File: config.mk
export PLATFORM = sky130hd
export DESIGN_NAME = pdf_out_stage
export DESIGN_NICKNAME = d
export VERILOG_FILES = /design/src/pdf_pkg.sv /design/src/pdf_out_stage.sv
export SDC_FILE = /design/constraint.sdc
export NUM_CORES = 1
export LEC_CHECK = 0
export BUFFER_PORTS_ARGS = -buffer_cell sky130_fd_sc_hd__buf_2
export CELL_PAD_IN_SITES_DETAIL_PLACEMENT = 1
export CELL_PAD_IN_SITES_GLOBAL_PLACEMENT = 1
export CORE_MARGIN = 10
export CORE_UTILIZATION = 33
export DETAILED_ROUTE_END_ITERATION = 16
export MAX_ROUTING_LAYER = met4
export PLACE_DENSITY = 0.93
export SETUP_SLACK_MARGIN = 0.02
export SKIP_CTS_REPAIR_TIMING = 1
export SLEW_MARGIN = 10
export SYNTH_ARGS = -nofsm -noshare
export SYNTH_HDL_FRONTEND = slang
export SYNTH_SLANG_ARGS = --single-unit
File: constraint.sdc
create_clock -name clk_i -period 1.4 [get_ports clk_i]
set_input_delay 0.21 -clock clk_i [delete_from_list [all_inputs] [get_ports clk_i]]
set_output_delay 0.21 -clock clk_i [all_outputs]
set_load 0.05 [all_outputs]
File: src/pdf_pkg.sv
// Package for the packet deframer with CRC-32 check.
// Holds field widths, parser phase and result-kind encodings, and the result struct.
// No dependencies.
package pdf_pkg;

  localparam int unsigned ByteW   = 8;
  localparam int unsigned LenW    = 16;
  localparam int unsigned CrcW    = 32;
  localparam int unsigned CfgIdxW = 8;

  localparam logic [CrcW-1:0]    CrcPoly   = 32'hEDB8_8320;
  localparam logic [CrcW-1:0]    CrcInit   = 32'hFFFF_FFFF;
  localparam logic [LenW-1:0]    MinLength = 16'd5;
  localparam logic [ByteW-1:0]   SyncFirstRst  = 8'h58;
  localparam logic [ByteW-1:0]   SyncSecondRst = 8'h78;

  localparam logic [CfgIdxW-1:0] RegSyncFirst  = 8'd0;
  localparam logic [CfgIdxW-1:0] RegSyncSecond = 8'd1;

  typedef enum logic [3:0] {
    PH_SYNC0 = 4'd0,
    PH_SYNC1 = 4'd1,
    PH_LEN0  = 4'd2,
    PH_LEN1  = 4'd3,
    PH_CMD   = 4'd4,
    PH_DATA  = 4'd5,
    PH_CRC0  = 4'd6,
    PH_CRC1  = 4'd7,
    PH_CRC2  = 4'd8,
    PH_CRC3  = 4'd9
  } phase_e;

  typedef enum logic [1:0] {
    KIND_DATA = 2'd0,
    KIND_GOOD = 2'd1,
    KIND_BAD  = 2'd2
  } kind_e;

  typedef struct packed {
    logic             valid;
    kind_e            kind;
    logic [ByteW-1:0] data_byte;
    logic [ByteW-1:0] frame_command;
    logic [LenW-1:0]  payload_length;
  } result_t;

endpackage

File: src/pdf_out_stage.sv
// Result register between the parser and the output channel.
// Depends on pdf_pkg.
module pdf_out_stage import pdf_pkg::*; (
  input  logic    clk_i,
  input  logic    rst_ni,
  input  logic    beat_i,
  input  result_t res_i,
  input  logic    out_ready_i,
  output logic    in_ready_o,
  output result_t res_o
);

  logic    valid_q, valid_d;
  result_t pay_q;

  // an incoming beat is only taken when the slot is free or draining
  assign in_ready_o = ~valid_q | out_ready_i;

  always_comb begin
    if (beat_i) begin
      valid_d = res_i.valid;
    end else begin
      valid_d = valid_q & ~out_ready_i;
    end
  end

  always_ff @(posedge clk_i or negedge rst_ni) begin
    if (!rst_ni) begin
      valid_q <= 1'b0;
    end else begin
      valid_q <= valid_d;
    end
  end

  always_ff @(posedge clk_i) begin
    if (beat_i && res_i.valid) begin
      pay_q <= res_i;
    end
  end

  always_comb begin
    res_o       = pay_q;
    res_o.valid = valid_q;
  end

endmodule

==> reports/qor.yml, run 1 <==
final_max_slew_viol_count: 0
hold_viol_final: 0
yosys_warnings: 0
dieArea_um2: 5980
grt_max_degree: 36
min_path_type: "in2reg"
die_x_um: 77.3
synth.distinct_cells: 6
ioPinCount: 75
max_freq_mhz: 778
synth-seq-area-share_pct: 96.5
period_share_pct: 91.9
tightestPinTransition_ns: 0.445
finClkSkew_ns: 0
cts_tree: "yes"
drt_first_pass_iters: 2
start_kind: "flip-flop"
status: "complete, no violations"
start_util_pct: 34.9
crit_path_max_fanout: 2
cts.clk_slew.worst_paths_ns: 0.10
cts_made_buffers: 5
antenna_left: 0
overflow: 0
htree_levels: 2
core-area_um2: 3100
max_cap_violations: 0
timing.setup.tns_ns: 0
place_congestion: 0.605
ctsLongestPathBuffers: 2
synth_area_um2: 1080
drive_above_1_share_pct: 66.9
io_buffers: 74
setup_violations: 0
period_minus_slack_ns: 1.29
grt_pass1_vias: 804
vias_per_cell: 3.99
syn-instance-count: 39
cellPowerDensity_nw_per_um2: 1370
arrival_ns: 1.08
num_vias: 658
wl_um: 2810
cts.sinks: 35
crit_type: "reg2out"
instances_no_fill: 165
slew_headroom_pct: 70.4
antenna_found_initial: 0
area_growth_pct: 44.0
routedWlPerCell_um: 17.0
rsz0062_at_grt: "false"
die_h_um: 77.3
grt_usage_pct: 9.60
dr.first_iter.drc_count: 40
stdcell_area_um2: 1560
drc: 0
required_ns: 1.19
synth_nets: 78
synth-seq-cells: 35
post-route-util_pct: 50.3
dp.cells: 156
dpl-instance-area_um2: 1500
grt_pass1_wl_um: 4210
fin_nets: 159
irDropWorstVdd_uv: 624
clkLatencyLatePin_ns: 0.32
rows: 20
root_buffer: "clkbuf_4"
end_kind: "output pin"
power_leakage_nw: 0.667
antennaDiodeCount: 0
syn_area_per_cell_um2: 27.8
-- flip-flops by register name (all words and copies together) (netlist names) --
register / cells
res_o: 34
valid_q: 1
-- path summary, 6_finish.rpt --
check	start	endpoint	slack [ns]	cells past startpoint
worst max-delay path	valid_q	in_ready_o	0.11	2
min in group asynchronous	rst_ni	valid_q	0.19	2
worst min-delay path	res_i[9]	res_o[9]	0.05	1
max in group asynchronous	rst_ni	valid_q	1.12	2
worst max register to register	valid_q	valid_q	0.73	2
worst min register to register	valid_q	valid_q	0.59	2
-- cells in the mapped netlist --
cell,instances,area (um^2)
and2_4,1,8.76
buf_4,1,7.51
dfrtp_1,1,25.0
edfxtp_1,34,1020
nand2b_4,1,13.8
o21bai_1,1,7.51
-- metrics by stage --
| stage | worst slack, ns | hold slack [ns] | total power [mW] |
|---|---|---|---|
| finish | 0.114 | 0.0523 | 2.14 |
| floorplan | 0.502 | -0.0856 | 1.54 |
| CTS | 0.0948 | -0.370 | 2.17 |
| detailed placement | 0.269 | -0.0110 | 1.67 |
| global route | 0.0575 | 0.0106 | 2.25 |
| global placement | 0.316 | -0.0159 | 1.66 |
-- cells in the final DEF, fill, tap and decap left out, drive strengths merged --
| cell type | n |
|---|---|
| and2 | 1 |
| nand2b | 1 |
| clkbuf | 8 |
| dlygate4sd3 | 1 |
| o21bai | 1 |
| edfxtp | 34 |
| buf | 74 |
| dfrtp | 1 |
-- cells by family after synthesis --
logic type	count (synthesis)	synth area share, %
AND/OR/NAND/NOR	2	2.08
AO/OA/AOI/OAI	1	0.693
flip-flops	35	96.5
buffers and inverters	1	0.693
-- critical path, stage by stage, from the launching register on --
cell	delay, ns
dfrtp_1	0.42
nand2b_4	0.08
buf_2	0.26
-- power breakdown --
part | switching (mW) | total [mW] | internal (mW)
clock network | 0.301 | 0.501 | 0.200
logic | 0.307 | 0.395 | 0.0885
registers | 0.0172 | 1.24 | 1.23
-- layer usage --
metal | share of wire [%] | global-route usage (%)
met4 | 0.57 | 2.19
met2 | 53 | 16.6
met1 | 37 | 9.16
met5 | 0 | -
met3 | 9.0 | 5.36
-- cell type report --
| type | count | area [um^2] |
|---|---|---|
| sequential | 35 | 1050 |
| tap | 44 | 55.1 |
| fill | 345 | 1540 |
| timing repair buffer | 75 | 380 |
| clock buffer | 8 | 48.8 |
| multi-input combinational | 3 | 30.0 |
(Power assumes the default switching activity.)
==> inputs of run 2 (changes only) <==
--- a/config.mk
+++ b/config.mk
@@ -9,12 +9,12 @@
 export CELL_PAD_IN_SITES_DETAIL_PLACEMENT = 1
 export CELL_PAD_IN_SITES_GLOBAL_PLACEMENT = 1
 export CORE_MARGIN = 10
-export CORE_UTILIZATION = 33
+export CORE_UTILIZATION = 35
+export CTS_BUF_LIST = sky130_fd_sc_hd__clkbuf_2 sky130_fd_sc_hd__clkbuf_4 sky130_fd_sc_hd__clkbuf_8
 export DETAILED_ROUTE_END_ITERATION = 16
 export MAX_ROUTING_LAYER = met4
-export PLACE_DENSITY = 0.93
+export PLACE_DENSITY = 0.95
 export SETUP_SLACK_MARGIN = 0.02
-export SKIP_CTS_REPAIR_TIMING = 1
 export SLEW_MARGIN = 10
 export SYNTH_ARGS = -nofsm -noshare
 export SYNTH_HDL_FRONTEND = slang
==> run 2 against run 1 <==
  * Clock skew unchanged
  * Count of clock-buffer cells in the layout down 1
  * Final area down 0.32%
  * Clock power up 7.6%
  * Die area down 4.2%
  * Highest routed layer unchanged
  * Sequential power about the same
==> reports/qor.yml, run 2 (synthesis results as in run 1) <==
num_vias: 662  # was 658
timing.setup.tns_ns: 0  # unchanged
max_cap_violations: 0  # unchanged
slew_headroom_pct: 69.9  # was 70.4%
io_buffers: 74  # unchanged
arrival_ns: 1.08  # about the same
end_kind: "output pin"  # unchanged
cts_tree: "yes"  # unchanged
rrSetupSlack_ns: 0.74  # was 0.73 ns
fillers: 313  # was 345
cts.clk_slew.worst_paths_ns: 0.10  # about the same
drive_above_1_share_pct: 69.4  # was 66.9%
most-common-layout-cells: "74 x buf_2, 34 x edfxtp_1, 7 x clkbuf_4"  # was 74 x buf_2, 34 x edfxtp_1, 5 x clkbuf_4
core-area_um2: 3000  # was 3100 um^2
post_cts.repair.setup_buffers: 0
ioPinCount: 75  # unchanged
grt_usage_pct: 9.91  # was 9.60%
power_leakage_nw: 0.677  # was 0.667 nW
grt_pass1_vias: 829  # was 804
max_freq_mhz: 777  # was 778 MHz
final_max_slew_viol_count: 0  # unchanged
crit_type: "reg2out"  # unchanged
cts.sinks: 35  # unchanged
tightestPinTransition_ns: 0.451  # was 0.445 ns
fin_nets: 159  # unchanged
cellPowerDensity_nw_per_um2: 1400  # was 1370 nW/um^2
slowest_stage: "dfrtp_1"  # unchanged
htree_levels: 2  # unchanged
grt_max_degree: 36  # unchanged
root_buffer: "clkbuf_4"  # unchanged
crit_buf_inv: 1  # unchanged
hold_viol_final: 0  # unchanged
antenna_found_initial: 0  # unchanged
setup_violations: 0  # unchanged
crit_family: "flip-flops"  # unchanged
start_util_pct: 36.1  # was 34.9%
largest_register_ff_count: 34  # unchanged
timing.hold.ws_ns: 0.0573  # was 0.0523 ns
crit_chain: "nand2b_4, buf_2"  # unchanged
cpPeakStageDelay_ns: 0.42  # about the same
rows: 20  # unchanged
dr.first_iter.drc_count: 28  # was 40
cts_made_buffers: 5  # unchanged
min_path_type: "in2reg"  # unchanged
antenna_left: 0  # unchanged
grt_pass1_wl_um: 3890  # was 4210 um
dp.cells: 145  # was 156
period_share_pct: 91.9  # about the same
overflow: 0  # unchanged
final_common_cell: "buf_2"  # unchanged
crit_path_max_fanout: 2  # unchanged
irDropWorstVdd_uv: 631  # was 624 uV
finClkSkew_ns: 0  # unchanged
status: "complete, no violations"  # unchanged
dieArea_um2: 5720  # was 5980 um^2
p_total_mw: 2.18  # was 2.14 mW
drt_first_pass_iters: 2  # unchanged
antennaDiodeCount: 0  # unchanged
start_kind: "flip-flop"  # unchanged
drc: 0  # unchanged
die_h_um: 75.6  # was 77.3 um
post-route-util_pct: 51.8  # was 50.3%
instances_no_fill: 154  # was 165
routedWlPerCell_um: 17.9  # was 17.0 um
post_cts_resized: 0
die_x_um: 75.6  # was 77.3 um
area_growth_pct: 43.5  # was 44.0%
clkLatencyLatePin_ns: 0.32  # about the same
wl_um: 2760  # was 2810 um
vias_per_cell: 4.30  # was 3.99
period_minus_slack_ns: 1.29  # about the same
rsz0062_at_grt: "false"  # unchanged
ctsLongestPathBuffers: 2  # unchanged
required_ns: 1.19  # about the same
place_congestion: 0.623  # was 0.605
run 2: cell types whose count changed in the layout (fill, tap and decap cells not counted):
cell,delta
clkbuf_1,-3
clkbuf_4,+2
clkinv_2,+1
run 2: final cells by class:
cell class	count	area (um^2)	share of cell area [%]
sequential	35	1050	67.3
timing repair buffer	75	380	24.5
clock buffer	7	52.6	3.38
tap	33	41.3	2.65
multi-input combinational	3	30.0	1.93
clock inverter	1	5.00	0.322
run 2: where the power goes:
part | internal (mW) | switching, mW | total [mW]
combinational | 0.0885 | 0.307 | 0.396
clock | 0.234 | 0.304 | 0.539
sequential | 1.23 | 0.0172 | 1.24
total | 1.55 | 0.628 | 2.18
run 2: stage by stage:
stage               area (um^2)  worst slack (ns)
floorplan                  1080             0.502
global placement           1490             0.324
detailed placement         1490             0.278
CTS                        1560            0.0908
global route               1560            0.0627
finish                     1560             0.113
run 2: what timing repair did:
action,in CTS,in global routing
endpoints found under the hold margin,1,0
endpoints found under the setup margin,0,0
hold buffers,1,0
run 2: final timing paths:
check / startpoint / to / depth (start not counted)
max: valid_q / in_ready_o / 2
min: res_i[20] / res_o[20] / 1
max reg2reg: valid_q / valid_q / 2
min reg2reg: valid_q / valid_q / 2
max in group asynchronous: rst_ni / valid_q / 2
min in group asynchronous: rst_ni / valid_q / 2
run 2: routing by layer:
layer	share of wire [%]	vias to the layer above	GRT usage [%]
li1	-	316	-
met1	36	297	8.40
met2	52	45	17.9
met3	11	4	5.21
met4	0.91	0	3.71
met5	0	-	-
run 2: worst register-to-register path, delay by kind of cell, from the launching register on:
family | cells | cell delay, ns
flops | 1 | 0.42
simple gates | 1 | 0.08
compound gates | 1 | 0.05
