`config.mk`:
```
export PLATFORM = sky130hd
export DESIGN_NAME = pdf_parser
export DESIGN_NICKNAME = d
export VERILOG_FILES = /design/src/pdf_pkg.sv /design/src/pdf_crc_byte.sv /design/src/pdf_parser.sv
export SDC_FILE = /design/constraint.sdc
export NUM_CORES = 1
export LEC_CHECK = 0
export CORE_MARGIN = 3
export CORE_UTILIZATION = 55
export CTS_BUF_LIST = sky130_fd_sc_hd__clkbuf_4
export DETAILED_ROUTE_END_ITERATION = 6
export DONT_BUFFER_PORTS = 1
export PLACE_DENSITY = 0.78
export SYNTH_ARGS = -nofsm -noshare
export SYNTH_HDL_FRONTEND = slang
export SYNTH_SLANG_ARGS = --single-unit
```
`constraint.sdc`:
```
create_clock -name clk_i -period 4.2 [get_ports clk_i]
set_input_delay 0.21 -clock clk_i [delete_from_list [all_inputs] [get_ports clk_i]]
set_output_delay 0.21 -clock clk_i [all_outputs]
set_load 0.01 [all_outputs]
```
`src/pdf_pkg.sv`:
```
// Package for the packet deframer with CRC-32 check.
// Holds field widths, parser phase and result-kind encodings, and the result struct.
// No dependencies.
package pdf_pkg;

  localparam int unsigned ByteW   = 8;
  localparam int unsigned LenW    = 16;
  localparam int unsigned CrcW    = 32;
  localparam int unsigned CfgIdxW = 8;

  localparam logic [CrcW-1:0]    CrcPoly   = 32'hEDB8_8320;
  localparam logic [CrcW-1:0]    CrcInit   = 32'hFFFF_FFFF;
  localparam logic [LenW-1:0]    MinLength = 16'd5;
  localparam logic [ByteW-1:0]   SyncFirstRst  = 8'h58;
  localparam logic [ByteW-1:0]   SyncSecondRst = 8'h78;

  localparam logic [CfgIdxW-1:0] RegSyncFirst  = 8'd0;
  localparam logic [CfgIdxW-1:0] RegSyncSecond = 8'd1;

  typedef enum logic [3:0] {
    PH_SYNC0 = 4'd0,
    PH_SYNC1 = 4'd1,
    PH_LEN0  = 4'd2,
    PH_LEN1  = 4'd3,
    PH_CMD   = 4'd4,
    PH_DATA  = 4'd5,
    PH_CRC0  = 4'd6,
    PH_CRC1  = 4'd7,
    PH_CRC2  = 4'd8,
    PH_CRC3  = 4'd9
  } phase_e;

  typedef enum logic [1:0] {
    KIND_DATA = 2'd0,
    KIND_GOOD = 2'd1,
    KIND_BAD  = 2'd2
  } kind_e;

  typedef struct packed {
    logic             valid;
    kind_e            kind;
    logic [ByteW-1:0] data_byte;
    logic [ByteW-1:0] frame_command;
    logic [LenW-1:0]  payload_length;
  } result_t;

endpackage

```
`src/pdf_crc_byte.sv`:
```
// One-byte update of the reflected CRC-32 (8 bit steps, combinational).
// Depends on pdf_pkg.
module pdf_crc_byte import pdf_pkg::*; (
  input  logic [CrcW-1:0]  crc_i,
  input  logic [ByteW-1:0] byte_i,
  output logic [CrcW-1:0]  crc_o
);

  always_comb begin
    logic [CrcW-1:0] c;
    c = crc_i ^ {{(CrcW-ByteW){1'b0}}, byte_i};
    for (int i = 0; i < ByteW; i++) begin
      c = (c >> 1) ^ (c[0] ? CrcPoly : '0);
    end
    crc_o = c;
  end

endmodule

```
`src/pdf_parser.sv`:
```
// Frame parser: sync hunt, length, command, payload and CRC fields, sync registers.
// Depends on pdf_pkg and pdf_crc_byte.
module pdf_parser import pdf_pkg::*; (
  input  logic               clk_i,
  input  logic               rst_ni,
  input  logic               beat_i,
  input  logic [ByteW-1:0]   byte_i,
  input  logic               cfg_we_i,
  input  logic [CfgIdxW-1:0] cfg_addr_i,
  input  logic [ByteW-1:0]   cfg_wdata_i,
  output result_t            res_o
);

  phase_e            phase_q, phase_d;
  logic [ByteW-1:0]  sync_first_q, sync_second_q;
  logic [LenW-1:0]   frame_len_q, frame_len_d;
  logic [LenW-1:0]   count_q, count_d, count_inc;
  logic [CrcW-1:0]   crc_q, crc_d, crc_seed, crc_next;
  logic [CrcW-1:0]   rx_crc_q, rx_crc_d;
  logic [ByteW-1:0]  cmd_q, cmd_d;
  logic              first_hit, second_hit;

  assign first_hit  = (byte_i == sync_first_q);
  assign second_hit = (byte_i == sync_second_q);
  assign count_inc  = count_q + 16'd1;
  assign crc_seed   = (phase_q == PH_SYNC0) ? CrcInit : crc_q;

  pdf_crc_byte u_crc (
    .crc_i  (crc_seed),
    .byte_i (byte_i),
    .crc_o  (crc_next)
  );

  // Next phase
  always_comb begin
    phase_d = PH_SYNC0;
    case (phase_q)
      PH_SYNC0: phase_d = first_hit  ? PH_SYNC1 : PH_SYNC0;
      PH_SYNC1: phase_d = second_hit ? PH_LEN0  : PH_SYNC0;
      PH_LEN0:  phase_d = PH_LEN1;
      PH_LEN1:  phase_d = PH_CMD;
      PH_CMD:   phase_d = (MinLength >= frame_len_q) ? PH_CRC0 : PH_DATA;
      PH_DATA:  phase_d = (count_inc >= frame_len_q) ? PH_CRC0 : PH_DATA;
      PH_CRC0:  phase_d = PH_CRC1;
      PH_CRC1:  phase_d = PH_CRC2;
      PH_CRC2:  phase_d = PH_CRC3;
      PH_CRC3:  phase_d = PH_SYNC0;
      default:  phase_d = PH_SYNC0;
    endcase
  end

  // Datapath updates and result
  always_comb begin
    crc_d       = CrcInit;
    count_d     = '0;
    frame_len_d = frame_len_q;
    rx_crc_d    = rx_crc_q;
    cmd_d       = cmd_q;
    res_o       = '0;
    case (phase_q)
      PH_SYNC0: begin
        if (first_hit) begin
          crc_d   = crc_next;
          count_d = 16'd1;
        end
      end
      PH_SYNC1: begin
        if (second_hit) begin
          crc_d   = crc_next;
          count_d = 16'd2;
        end
      end
      PH_LEN0: begin
        crc_d       = crc_next;
        count_d     = 16'd3;
        frame_len_d = {byte_i, 8'h00};
      end
      PH_LEN1: begin
        crc_d       = crc_next;
        count_d     = 16'd4;
        frame_len_d = {frame_len_q[LenW-1:ByteW], byte_i};
      end
      PH_CMD: begin
        crc_d   = crc_next;
        count_d = MinLength;
        cmd_d   = byte_i;
      end
      PH_DATA: begin
        crc_d           = crc_next;
        count_d         = count_inc;
        res_o.valid     = 1'b1;
        res_o.kind      = KIND_DATA;
        res_o.data_byte = byte_i;
      end
      PH_CRC0: begin
        crc_d    = crc_q;
        count_d  = count_q;
        rx_crc_d = {byte_i, 24'h0};
      end
      PH_CRC1: begin
        crc_d    = crc_q;
        count_d  = count_q;
        rx_crc_d = {rx_crc_q[31:24], byte_i, 16'h0};
      end
      PH_CRC2: begin
        crc_d    = crc_q;
        count_d  = count_q;
        rx_crc_d = {rx_crc_q[31:16], byte_i, 8'h0};
      end
      PH_CRC3: begin
        rx_crc_d            = {rx_crc_q[31:8], byte_i};
        res_o.valid         = 1'b1;
        res_o.kind          = ((~crc_q) == {rx_crc_q[31:8], byte_i}) ? KIND_GOOD : KIND_BAD;
        res_o.frame_command = cmd_q;
        res_o.payload_length = (frame_len_q >= MinLength) ? (frame_len_q - MinLength) : '0;
      end
      default: ;
    endcase
    res_o.valid = res_o.valid & beat_i;
  end

  always_ff @(posedge clk_i or negedge rst_ni) begin
    if (!rst_ni) begin
      phase_q     <= PH_SYNC0;
      crc_q       <= CrcInit;
      count_q     <= '0;
      frame_len_q <= '0;
      rx_crc_q    <= '0;
      cmd_q       <= '0;
    end else if (beat_i) begin
      phase_q     <= phase_d;
      crc_q       <= crc_d;
      count_q     <= count_d;
      frame_len_q <= frame_len_d;
      rx_crc_q    <= rx_crc_d;
      cmd_q       <= cmd_d;
    end
  end

  always_ff @(posedge clk_i or negedge rst_ni) begin
    if (!rst_ni) begin
      sync_first_q  <= SyncFirstRst;
      sync_second_q <= SyncSecondRst;
    end else if (cfg_we_i) begin
      if (cfg_addr_i == RegSyncFirst) begin
        sync_first_q <= cfg_wdata_i;
      end
      if (cfg_addr_i == RegSyncSecond) begin
        sync_second_q <= cfg_wdata_i;
      end
    end
  end

endmodule

```
==> results of run 1 <==
==> power breakdown <==
| part | internal [mW] | total (mW) | switching, mW |
|---|---|---|---|
| sequential | 1.51 | 1.93 | 0.424 |
| combinational | 1.05 | 2.28 | 1.23 |
| clock | 0.257 | 0.797 | 0.539 |
==> sequential cells by signal, indices dropped and copies added, names as in the netlist <==
name,cells
crc_q,32
rx_crc_q,24
count_q,16
frame_len_q,16
cmd_q,8
sync_first_q,8
sync_second_q,8
phase_q,4
==> through the flow <==
| step | cell area, µm² | instances |
|---|---|---|
| after global routing | 8065 | 1002 |
| after global placement | 7595 | 951 |
| after detailed placement | 7595 | 951 |
| final | 8065 | 1002 |
| after CTS | 8065 | 1002 |
| after floorplan | 7548 | 817 |
==> worst max-delay path, delay by kind of cell (launching register included) <==
| family | cells | cell delay (ns) |
|---|---|---|
| AOI/OAI and AO/OA | 4 | 0.80 |
| adders and majority gates | 2 | 0.51 |
| xor gates and xnor gates | 1 | 0.16 |
| and+or+nand+nor | 7 | 1.33 |
| DFF | 1 | 0.46 |
==> final timing paths <==
kind	slack, ns	startpoint	to	cells after the start
max reg2reg	0.83	count_q[0]	phase_q[0]	14
max	0.83	count_q[0]	phase_q[0]	14
max in group asynchronous	3.49	rst_ni	crc_q[21]	2
min	0.04	cfg_addr_i[0]	sync_first_q[2]	2
min reg2reg	0.51	cmd_q[6]	cmd_q[6]	1
min in group asynchronous	0.27	rst_ni	frame_len_q[7]	2
==> per-layer routing <==
layer | up-vias | GRT usage | part of all wire | wire [µm]
met5 | - | 0 | 0 | 0
met4 | 0 | 0.1246 | 0.034 | 654
met3 | 57 | 0.06404 | 0.083 | 1620
met2 | 293 | 0.4281 | 0.47 | 9245
met1 | 2873 | 0.3602 | 0.41 | 7986
li1 | 2753 | - | - | -
==> cell type report <==
| cell class | instances | area, µm² |
|---|---|---|
| Clock buffer | 17 | 127.6 |
| Fill cell | 1111 | 5283 |
| Clock inverter | 15 | 135.1 |
| Tap cell | 176 | 220.2 |
| Sequential cell | 116 | 2952 |
| Timing Repair Buffer | 25 | 252.7 |
| Multi-Input combinational cell | 631 | 4295 |
| Inverter | 22 | 82.58 |
==> cells in the final DEF (no fill, tap or decap), types with 3 or more instances in the layout <==
master	Yosys	final
nor2_1	107	107
xnor2_1	101	101
dfrtp_1	77	77
xor2_1	70	70
nand2_1	68	68
o21ai_0	49	49
a21oi_1	46	45
dfstp_2	39	39
mux2_2	32	32
and3_1	25	25
inv_1	22	22
nand3_1	20	20
ha_1	19	19
dlygate4sd3_1	0	18
clkbuf_4	0	17
nor4_1	12	12
nand4_1	12	12
a22o_1	10	10
a21o_1	7	7
o21a_1	6	6
inv_6	0	6
buf_4	3	6
nor3_1	5	5
xnor2_2	4	4
mux2i_1	3	3
nand2b_1	3	3
clkinvlp_4	0	3
clkinv_4	0	3
inv_8	0	3
==> cells by family after synthesis <==
group | Yosys count
AND/OR/NAND/NOR | 260
XOR/XNOR | 180
AO/OA/AOI/OAI | 137
flip-flops | 116
buffers and inverters | 70
multiplexers | 35
adder cells (fa/ha/maj) | 19
==> repair_timing <==
item | in CTS | in global routing
hold buffers | 19 | 0
endpoints found under the hold margin | 198 | 0
endpoints found under the setup margin | 0 | 0
gates resized for setup | 0 | 0
==> summary.txt, run 1 <==
Outcome
  – Status: finished clean

Timing
  – Hold WS: 0.03741 ns
  – Final worst path period need: between 3 and 4 ns
  – Final hold vios: 0
  – Clock Skew: roughly 0.025 ns
  – Max-slew violations: 0
  – Slew HR: 0.2095
  – TNS Setup: 0 ns
  – Worst slew pin tran: 1.175 ns
  – F_max: around 0.30 GHz
  – Setup Viol. Count Final: 0
  – Final worst path period share: 0.8026
  – Post-route setup slack: roughly 0.83 ns
  – RSZ-0062 raised after global routing: false

Setup path
  – Critical Path RT: approximately 4.7 ns
  – Slowest CP cell: dfrtp_1
  – Worst Path Arrival: between 3 and 4 ns
  – Critical Path Start Type: flip-flop
  – CP Max Fanout: 6
  – Kind of critical path: flip-flop to flip-flop
  – Critical path's largest stage delay: 0.46 ns
  – Crit. End Element: flip-flop
  – Crit-path cells: ha_1 -> nand3_1 -> nor2_1 -> and3_1 -> and3_1 -> nand3_1 -> xnor2_1 -> ha_1 -> nand4_1 -> nor2_1 -> o221ai_1 -> o21ai_0 -> o21ai_0 -> a31o_2

Global route
  – Largest net degree at the start of global routing: between 100 and 150
  – GR Util All Layers: 0.2729
  – First-pass GRT wire length: between 30000 and 40000 µm
  – Total grt overflow: 0
  – Initial antenna violation count: 0
  – Vias in the first global route: between 5000 and 6000

Synthesis
  – Synth warn: 0
  – Primary FF master, synth: dfrtp_1
  – Count leader, synth: nor2_1
  – Seq cells post-synth: between 100 and 150
  – Post-synth EDFFs: 0
  – Leading area contributor after synthesis: dfrtp_1
  – Synth Net Count: 864
  – Synth unique cells: 51
  – Mux contribution to synthesized area: 0.05172
  – Synth Area in Compound Gates: 0.1079
  – XOR/XNOR share of the synthesized area: 0.2218
  – Largest family of logic cells by synthesized area: XOR/XNOR gates
  – Cell Area, Synth: ~0.0075 mm²
  – Yosys top cell area share: 0.2553
  – Post-synthesis sequential area ratio: 0.3910
  – Adder-Cell Fraction of Synth Area: 0.03149
  – Most area-consuming cells after synthesis: dfrtp_1, dfstp_2, xnor2_1
  – Post-synthesis area per instance: slightly above 9 µm²
  – Simple-gate share of the synthesized area: 0.1556
  – Post-Syn Instances: 817
  – Fraction of registers with async set/reset: 1.000
  – Post-synth top cells: nor2_1, xnor2_1, dfrtp_1

Floorplan
  – Initial core utilization: 0.5655
  – Die width: roughly 120 µm
  – Core area: around 0.013 mm²
  – Die area: 0.01517 mm²
  – Std cell rows: 42
  – Die H: between 100 and 150 µm
  – Top-level I/O count: 63

Drt
  – Initial DRC count: 555
  – Final WL: roughly 20000 µm
  – Antenna Nets Post-Route: 0
  – Routed vias: between 5000 and 6000
  – Drt pass-1 iters: 5
  – Drt drc: 0
  – Mean routed wirelength per cell: approximately 20 µm
  – Via density: slightly below 6

Min path
  – HP Class: input port to flip-flop

Clock tree
  – Clock transition at the registers of the reported paths: 0.14 ns
  – Clock root buffer: clkbuf_4
  – Number of setup buffers added after CTS: 0
  – CTS tree: yes
  – Maximum root-to-sink buffer count: 2
  – H-tree levels: 4
  – Num CTS Buffers: 17
  – Clk_lat worst skew: between 0.5 and 0.6 ns
  – Clk sinks: between 100 and 150

Power
  – Overall power: 5.014 mW
  – Lkg Pwr: roughly 3.4 nW
  – Max IR drop VDD: between 0.3 and 0.4 mV
  – Pwr Density: 621.7 mW/mm²

Run
  – Max_cap viols: 0

Cells and area
  – Number of antenna diodes: 0
  – Layout cells sized above 1: 0.1489
  – Layout area overhead: 6.846%
  – Net count, final: 860
  – Final core occ: 0.6042

Place
  – Worst slack, placed: 0.9253 ns
  – GPL Wtd Cong: 0.8855
  – Final HPWL DP: between 10000 and 15000 µm
  – Port bufs: 0
Note: power is estimated with default switching activity, not from simulation.
==> run 2, diff against run 1 <==
--- a/config.mk
+++ b/config.mk
@@ -5,6 +5,7 @@
 export SDC_FILE = /design/constraint.sdc
 export NUM_CORES = 1
 export LEC_CHECK = 0
+export ABC_AREA = 1
 export CORE_MARGIN = 3
 export CORE_UTILIZATION = 55
 export CTS_BUF_LIST = sky130_fd_sc_hd__clkbuf_4
==> constraint.sdc (replaced) <==
create_clock -name clk_i -period 3.25 [get_ports clk_i]
set_input_delay 0.1625 -clock clk_i [delete_from_list [all_inputs] [get_ports clk_i]]
set_output_delay 0.1625 -clock clk_i [all_outputs]
set_load 0.01 [all_outputs]
==> run 2 against run 1 <==
Synthesized cell count increased by 43%. Register-to-register slack worse by 0.47 ns. Worst setup slack lost 0.49 ns.
==> summary.txt, run 2 <==
Outcome
  – Status: finished clean

Setup path
  – Slowest CP cell: dfrtp_1
  – Worst Path Arrival: 2.75 ns (-1.11 ns)
  – Crit. End Element: output port
  – Critical Path Start Type: flip-flop
  – CP Max Fanout: 16 (+10)
  – Critical path's largest stage delay: 0.55 ns (+0.09 ns)
  – Critical Path RT: 3.09 ns (-1.60 ns)
  – Kind of critical path: flip-flop to output port
  – FF-to-FF setup slack: 0.36 ns (-0.47 ns)
  – Crit-path cells: inv_1 -> nor2_1 -> nand2_1 -> inv_1 -> nand2_1 -> nor3_1

Cells and area
  – Number of flip-flops in the largest register: 32 (unchanged)
  – Layout area overhead: 7.920%
  – Net count, final: 1227 (+43%)
  – Top Registers: crc_q x32, rx_crc_q x24
  – Commonest non-fill, non-tap cell in the layout: nand2_1
  – Filler cells: 1256 (+13%)
  – Register name with the most flops: crc_q
  – Most frequent cells in the layout: nand2_1, inv_1, o21ai_0
  – Final core occ: 0.6168 (+0.01258)
  – Layout cells sized above 1: 0.1031 (-0.04581)

Timing
  – Slew HR: 0.4958 (+0.2863)
  – Max-slew violations: 0 (unchanged)
  – Worst slew pin tran: 0.7522 ns (-0.4226 ns)
  – Final worst path period share: 0.8965
  – F_max: 0.3432 GHz
  – Clock Skew: 0.01764 ns (-0.007064 ns)
  – RSZ-0062 raised after global routing: false
  – Final worst path period need: 2.914 ns
  – TNS Setup: 0 ns (unchanged)
  – Setup Viol. Count Final: 0 (unchanged)
  – Final hold vios: 0 (unchanged)

Min path
  – HP Class: input port to flip-flop

Synthesis
  – Post-Syn Instances: 1165 (+43%)
  – Fraction of registers with async set/reset: 1.000 (unchanged)
  – Most area-consuming cells after synthesis: dfrtp_1, nand2_1, dfstp_2
  – Post-synth EDFFs: 0 (unchanged)
  – Seq cells post-synth: 116 (unchanged)
  – Synth unique cells: 51 (unchanged)
  – Synth Net Count: 1212 (+40%)
  – Cell Area, Synth: 0.008056 mm² (+6.7%)
  – Count leader, synth: nand2_1
  – Primary FF master, synth: dfrtp_1
  – Post-synth top cells: nand2_1, inv_1, o21ai_0
  – Post-synthesis area per instance: 6.915 µm² (-25%)
  – Synth warn: 0 (unchanged)
  – Leading area contributor after synthesis: dfrtp_1
  – Yosys top cell area share: 0.2392 (-0.01610)
  – Post-synthesis sequential area ratio: 0.3664 (-0.02465)

Global route
  – GR Layer Usage met1: 0.4009 (+0.04068)
  – GR Util All Layers: 0.2936 (+0.02066)
  – Vias in the first global route: 7112 (+23%)
  – Total grt overflow: 0 (unchanged)
  – Largest net degree at the start of global routing: 117 (unchanged)
  – GR met2 Demand/Resource: 0.4505 (+0.02236)
  – Initial antenna violation count: 2 (+2)
  – Met3 usage: 0.07149 (+0.007444)
  – First-pass GRT wire length: 37170 µm (+19%)
  – GR peak layer: met2

Clock tree
  – Clock transition at the registers of the reported paths: 0.12 ns (-0.02 ns)
  – Maximum root-to-sink buffer count: 2 (unchanged)
  – H-tree levels: 4 (unchanged)
  – Number of setup buffers added after CTS: 0 (unchanged)
  – Num CTS Buffers: 17 (unchanged)
  – Clk_lat worst skew: 0.55 ns (-0.04 ns)
  – Clk sinks: 116 (unchanged)
  – Clock root buffer: clkbuf_4
  – CTS tree: yes

Floorplan
  – Die H: 127.0 µm (+3.2%)
  – Core area: 0.01410 mm² (+5.6%)
  – Top-level I/O count: 63 (unchanged)
  – Die area: 0.01614 mm² (+6.4%)
  – Initial core utilization: 0.5715 (+0.006020)
  – Die width: 127.0 µm (+3.2%)
  – Std cell rows: 43 (+2.4%)

Drt
  – Drt drc: 0 (unchanged)
  – Routed vias: 7772 (+30%)
  – Drt pass-1 iters: 5 (unchanged)
  – Antenna Nets Post-Route: 0 (unchanged)
  – Final WL: 23100 µm (+18%)
  – Mean routed wirelength per cell: 16.81 µm (-14%)
  – Initial DRC count: 659 (+19%)
  – Via density: 5.656 (-5.2%)

Place
  – GPL Wtd Cong: 0.9943 (+12%)
  – Final HPWL DP: 15940 µm (+25%)
  – Port bufs: 0 (unchanged)

Run
  – Max_cap viols: 0 (unchanged)

Power
  – Pwr Density: 843.2 mW/mm² (+36%)
  – Lkg Pwr: 4.484 nW (+31%)
  – Max IR drop VDD: 0.4191 mV (+6.4%)
run 2: critical path, delay by kind of cell (launching register included):
family / cells / cell delay, ns
and+or+nand+nor: 4 / 1.29
DFF: 1 / 0.55
buffers and inverters: 2 / 0.36
run 2: worst paths after layout:
| check | to | cells after the start | start |
|---|---|---|---|
| worst max register to register | phase_q[0] | 19 | count_q[0] |
| worst max-delay path | res_o[14] | 6 | phase_q[0] |
| worst min register to register | cmd_q[5] | 2 | cmd_q[5] |
| worst min-delay path | crc_q[0] | 6 | byte_i[2] |
| min in group asynchronous | frame_len_q[9] | 2 | rst_ni |
| max in group asynchronous | rx_crc_q[10] | 2 | rst_ni |
run 2: final cells by class:
cell class                      count  area [µm²]  share of cell area
Clock buffer                       18       135.1             0.01554
Tap cell                          180       225.2             0.02590
Clock inverter                     14       136.4             0.01569
Inverter                          195       733.2             0.08433
Timing Repair Buffer               29       282.8             0.03252
Multi-Input combinational cell    821        4228              0.4863
Antenna cell                        1       2.502           0.0002878
Sequential cell                   116        2952              0.3395
run 2: logic make-up (layout without fill, tap and decap cells):
logic type,count (synthesis),count (layout),synth area share
other cells,0,1,0
buf+inv,228,256,0.1107
xor+xnor,54,54,0.06057
compound gates,204,204,0.1407
simple gates,544,544,0.2921
fa+ha+maj,19,19,0.02951
flops,116,116,0.3664
run 2: power breakdown:
part | switching (mW) | leakage (nW) | total, mW | internal (mW)
Combinational | 2.70 | 2.98 | 4.06 | 1.37
Sequential | 0.298 | 1.36 | 2.21 | 1.91
Clock | 0.601 | 0.145 | 1.06 | 0.459
Total | 3.59 | 4.48 | 7.33 | 3.74
run 2: layer usage:
| layer | wire [µm] | part of all wire | up-vias |
|---|---|---|---|
| li1 | - | - | 3763 |
| met1 | 9793 | 0.42 | 3559 |
| met2 | 10250 | 0.44 | 373 |
| met3 | 2100 | 0.091 | 75 |
| met4 | 935 | 0.040 | 2 |
| met5 | 20 | 0.00087 | - |
run 2: repair_timing:
item,CTS,global route
hold buffers,19,0
endpoints found under the hold margin,183,0
setup endpoints to repair,0,1
resized for setup,0,2
run 2: stage by stage:
stage	setup WS, ns	instance area (µm²)	cells	hold WS, ns	total power, mW
2_1_floorplan	0.7166	8056	1165	-0.1331	5.289
3_3_place_gp	0.4804	8204	1322	-0.1290	6.049
3_5_place_dp	0.3471	8204	1322	-0.1289	6.115
4_1_cts	0.3234	8683	1373	0.0005971	7.274
5_1_grt	0.02465	8695	1374	0.04490	7.980
6_report	0.3363	8695	1374	0.04670	7.332
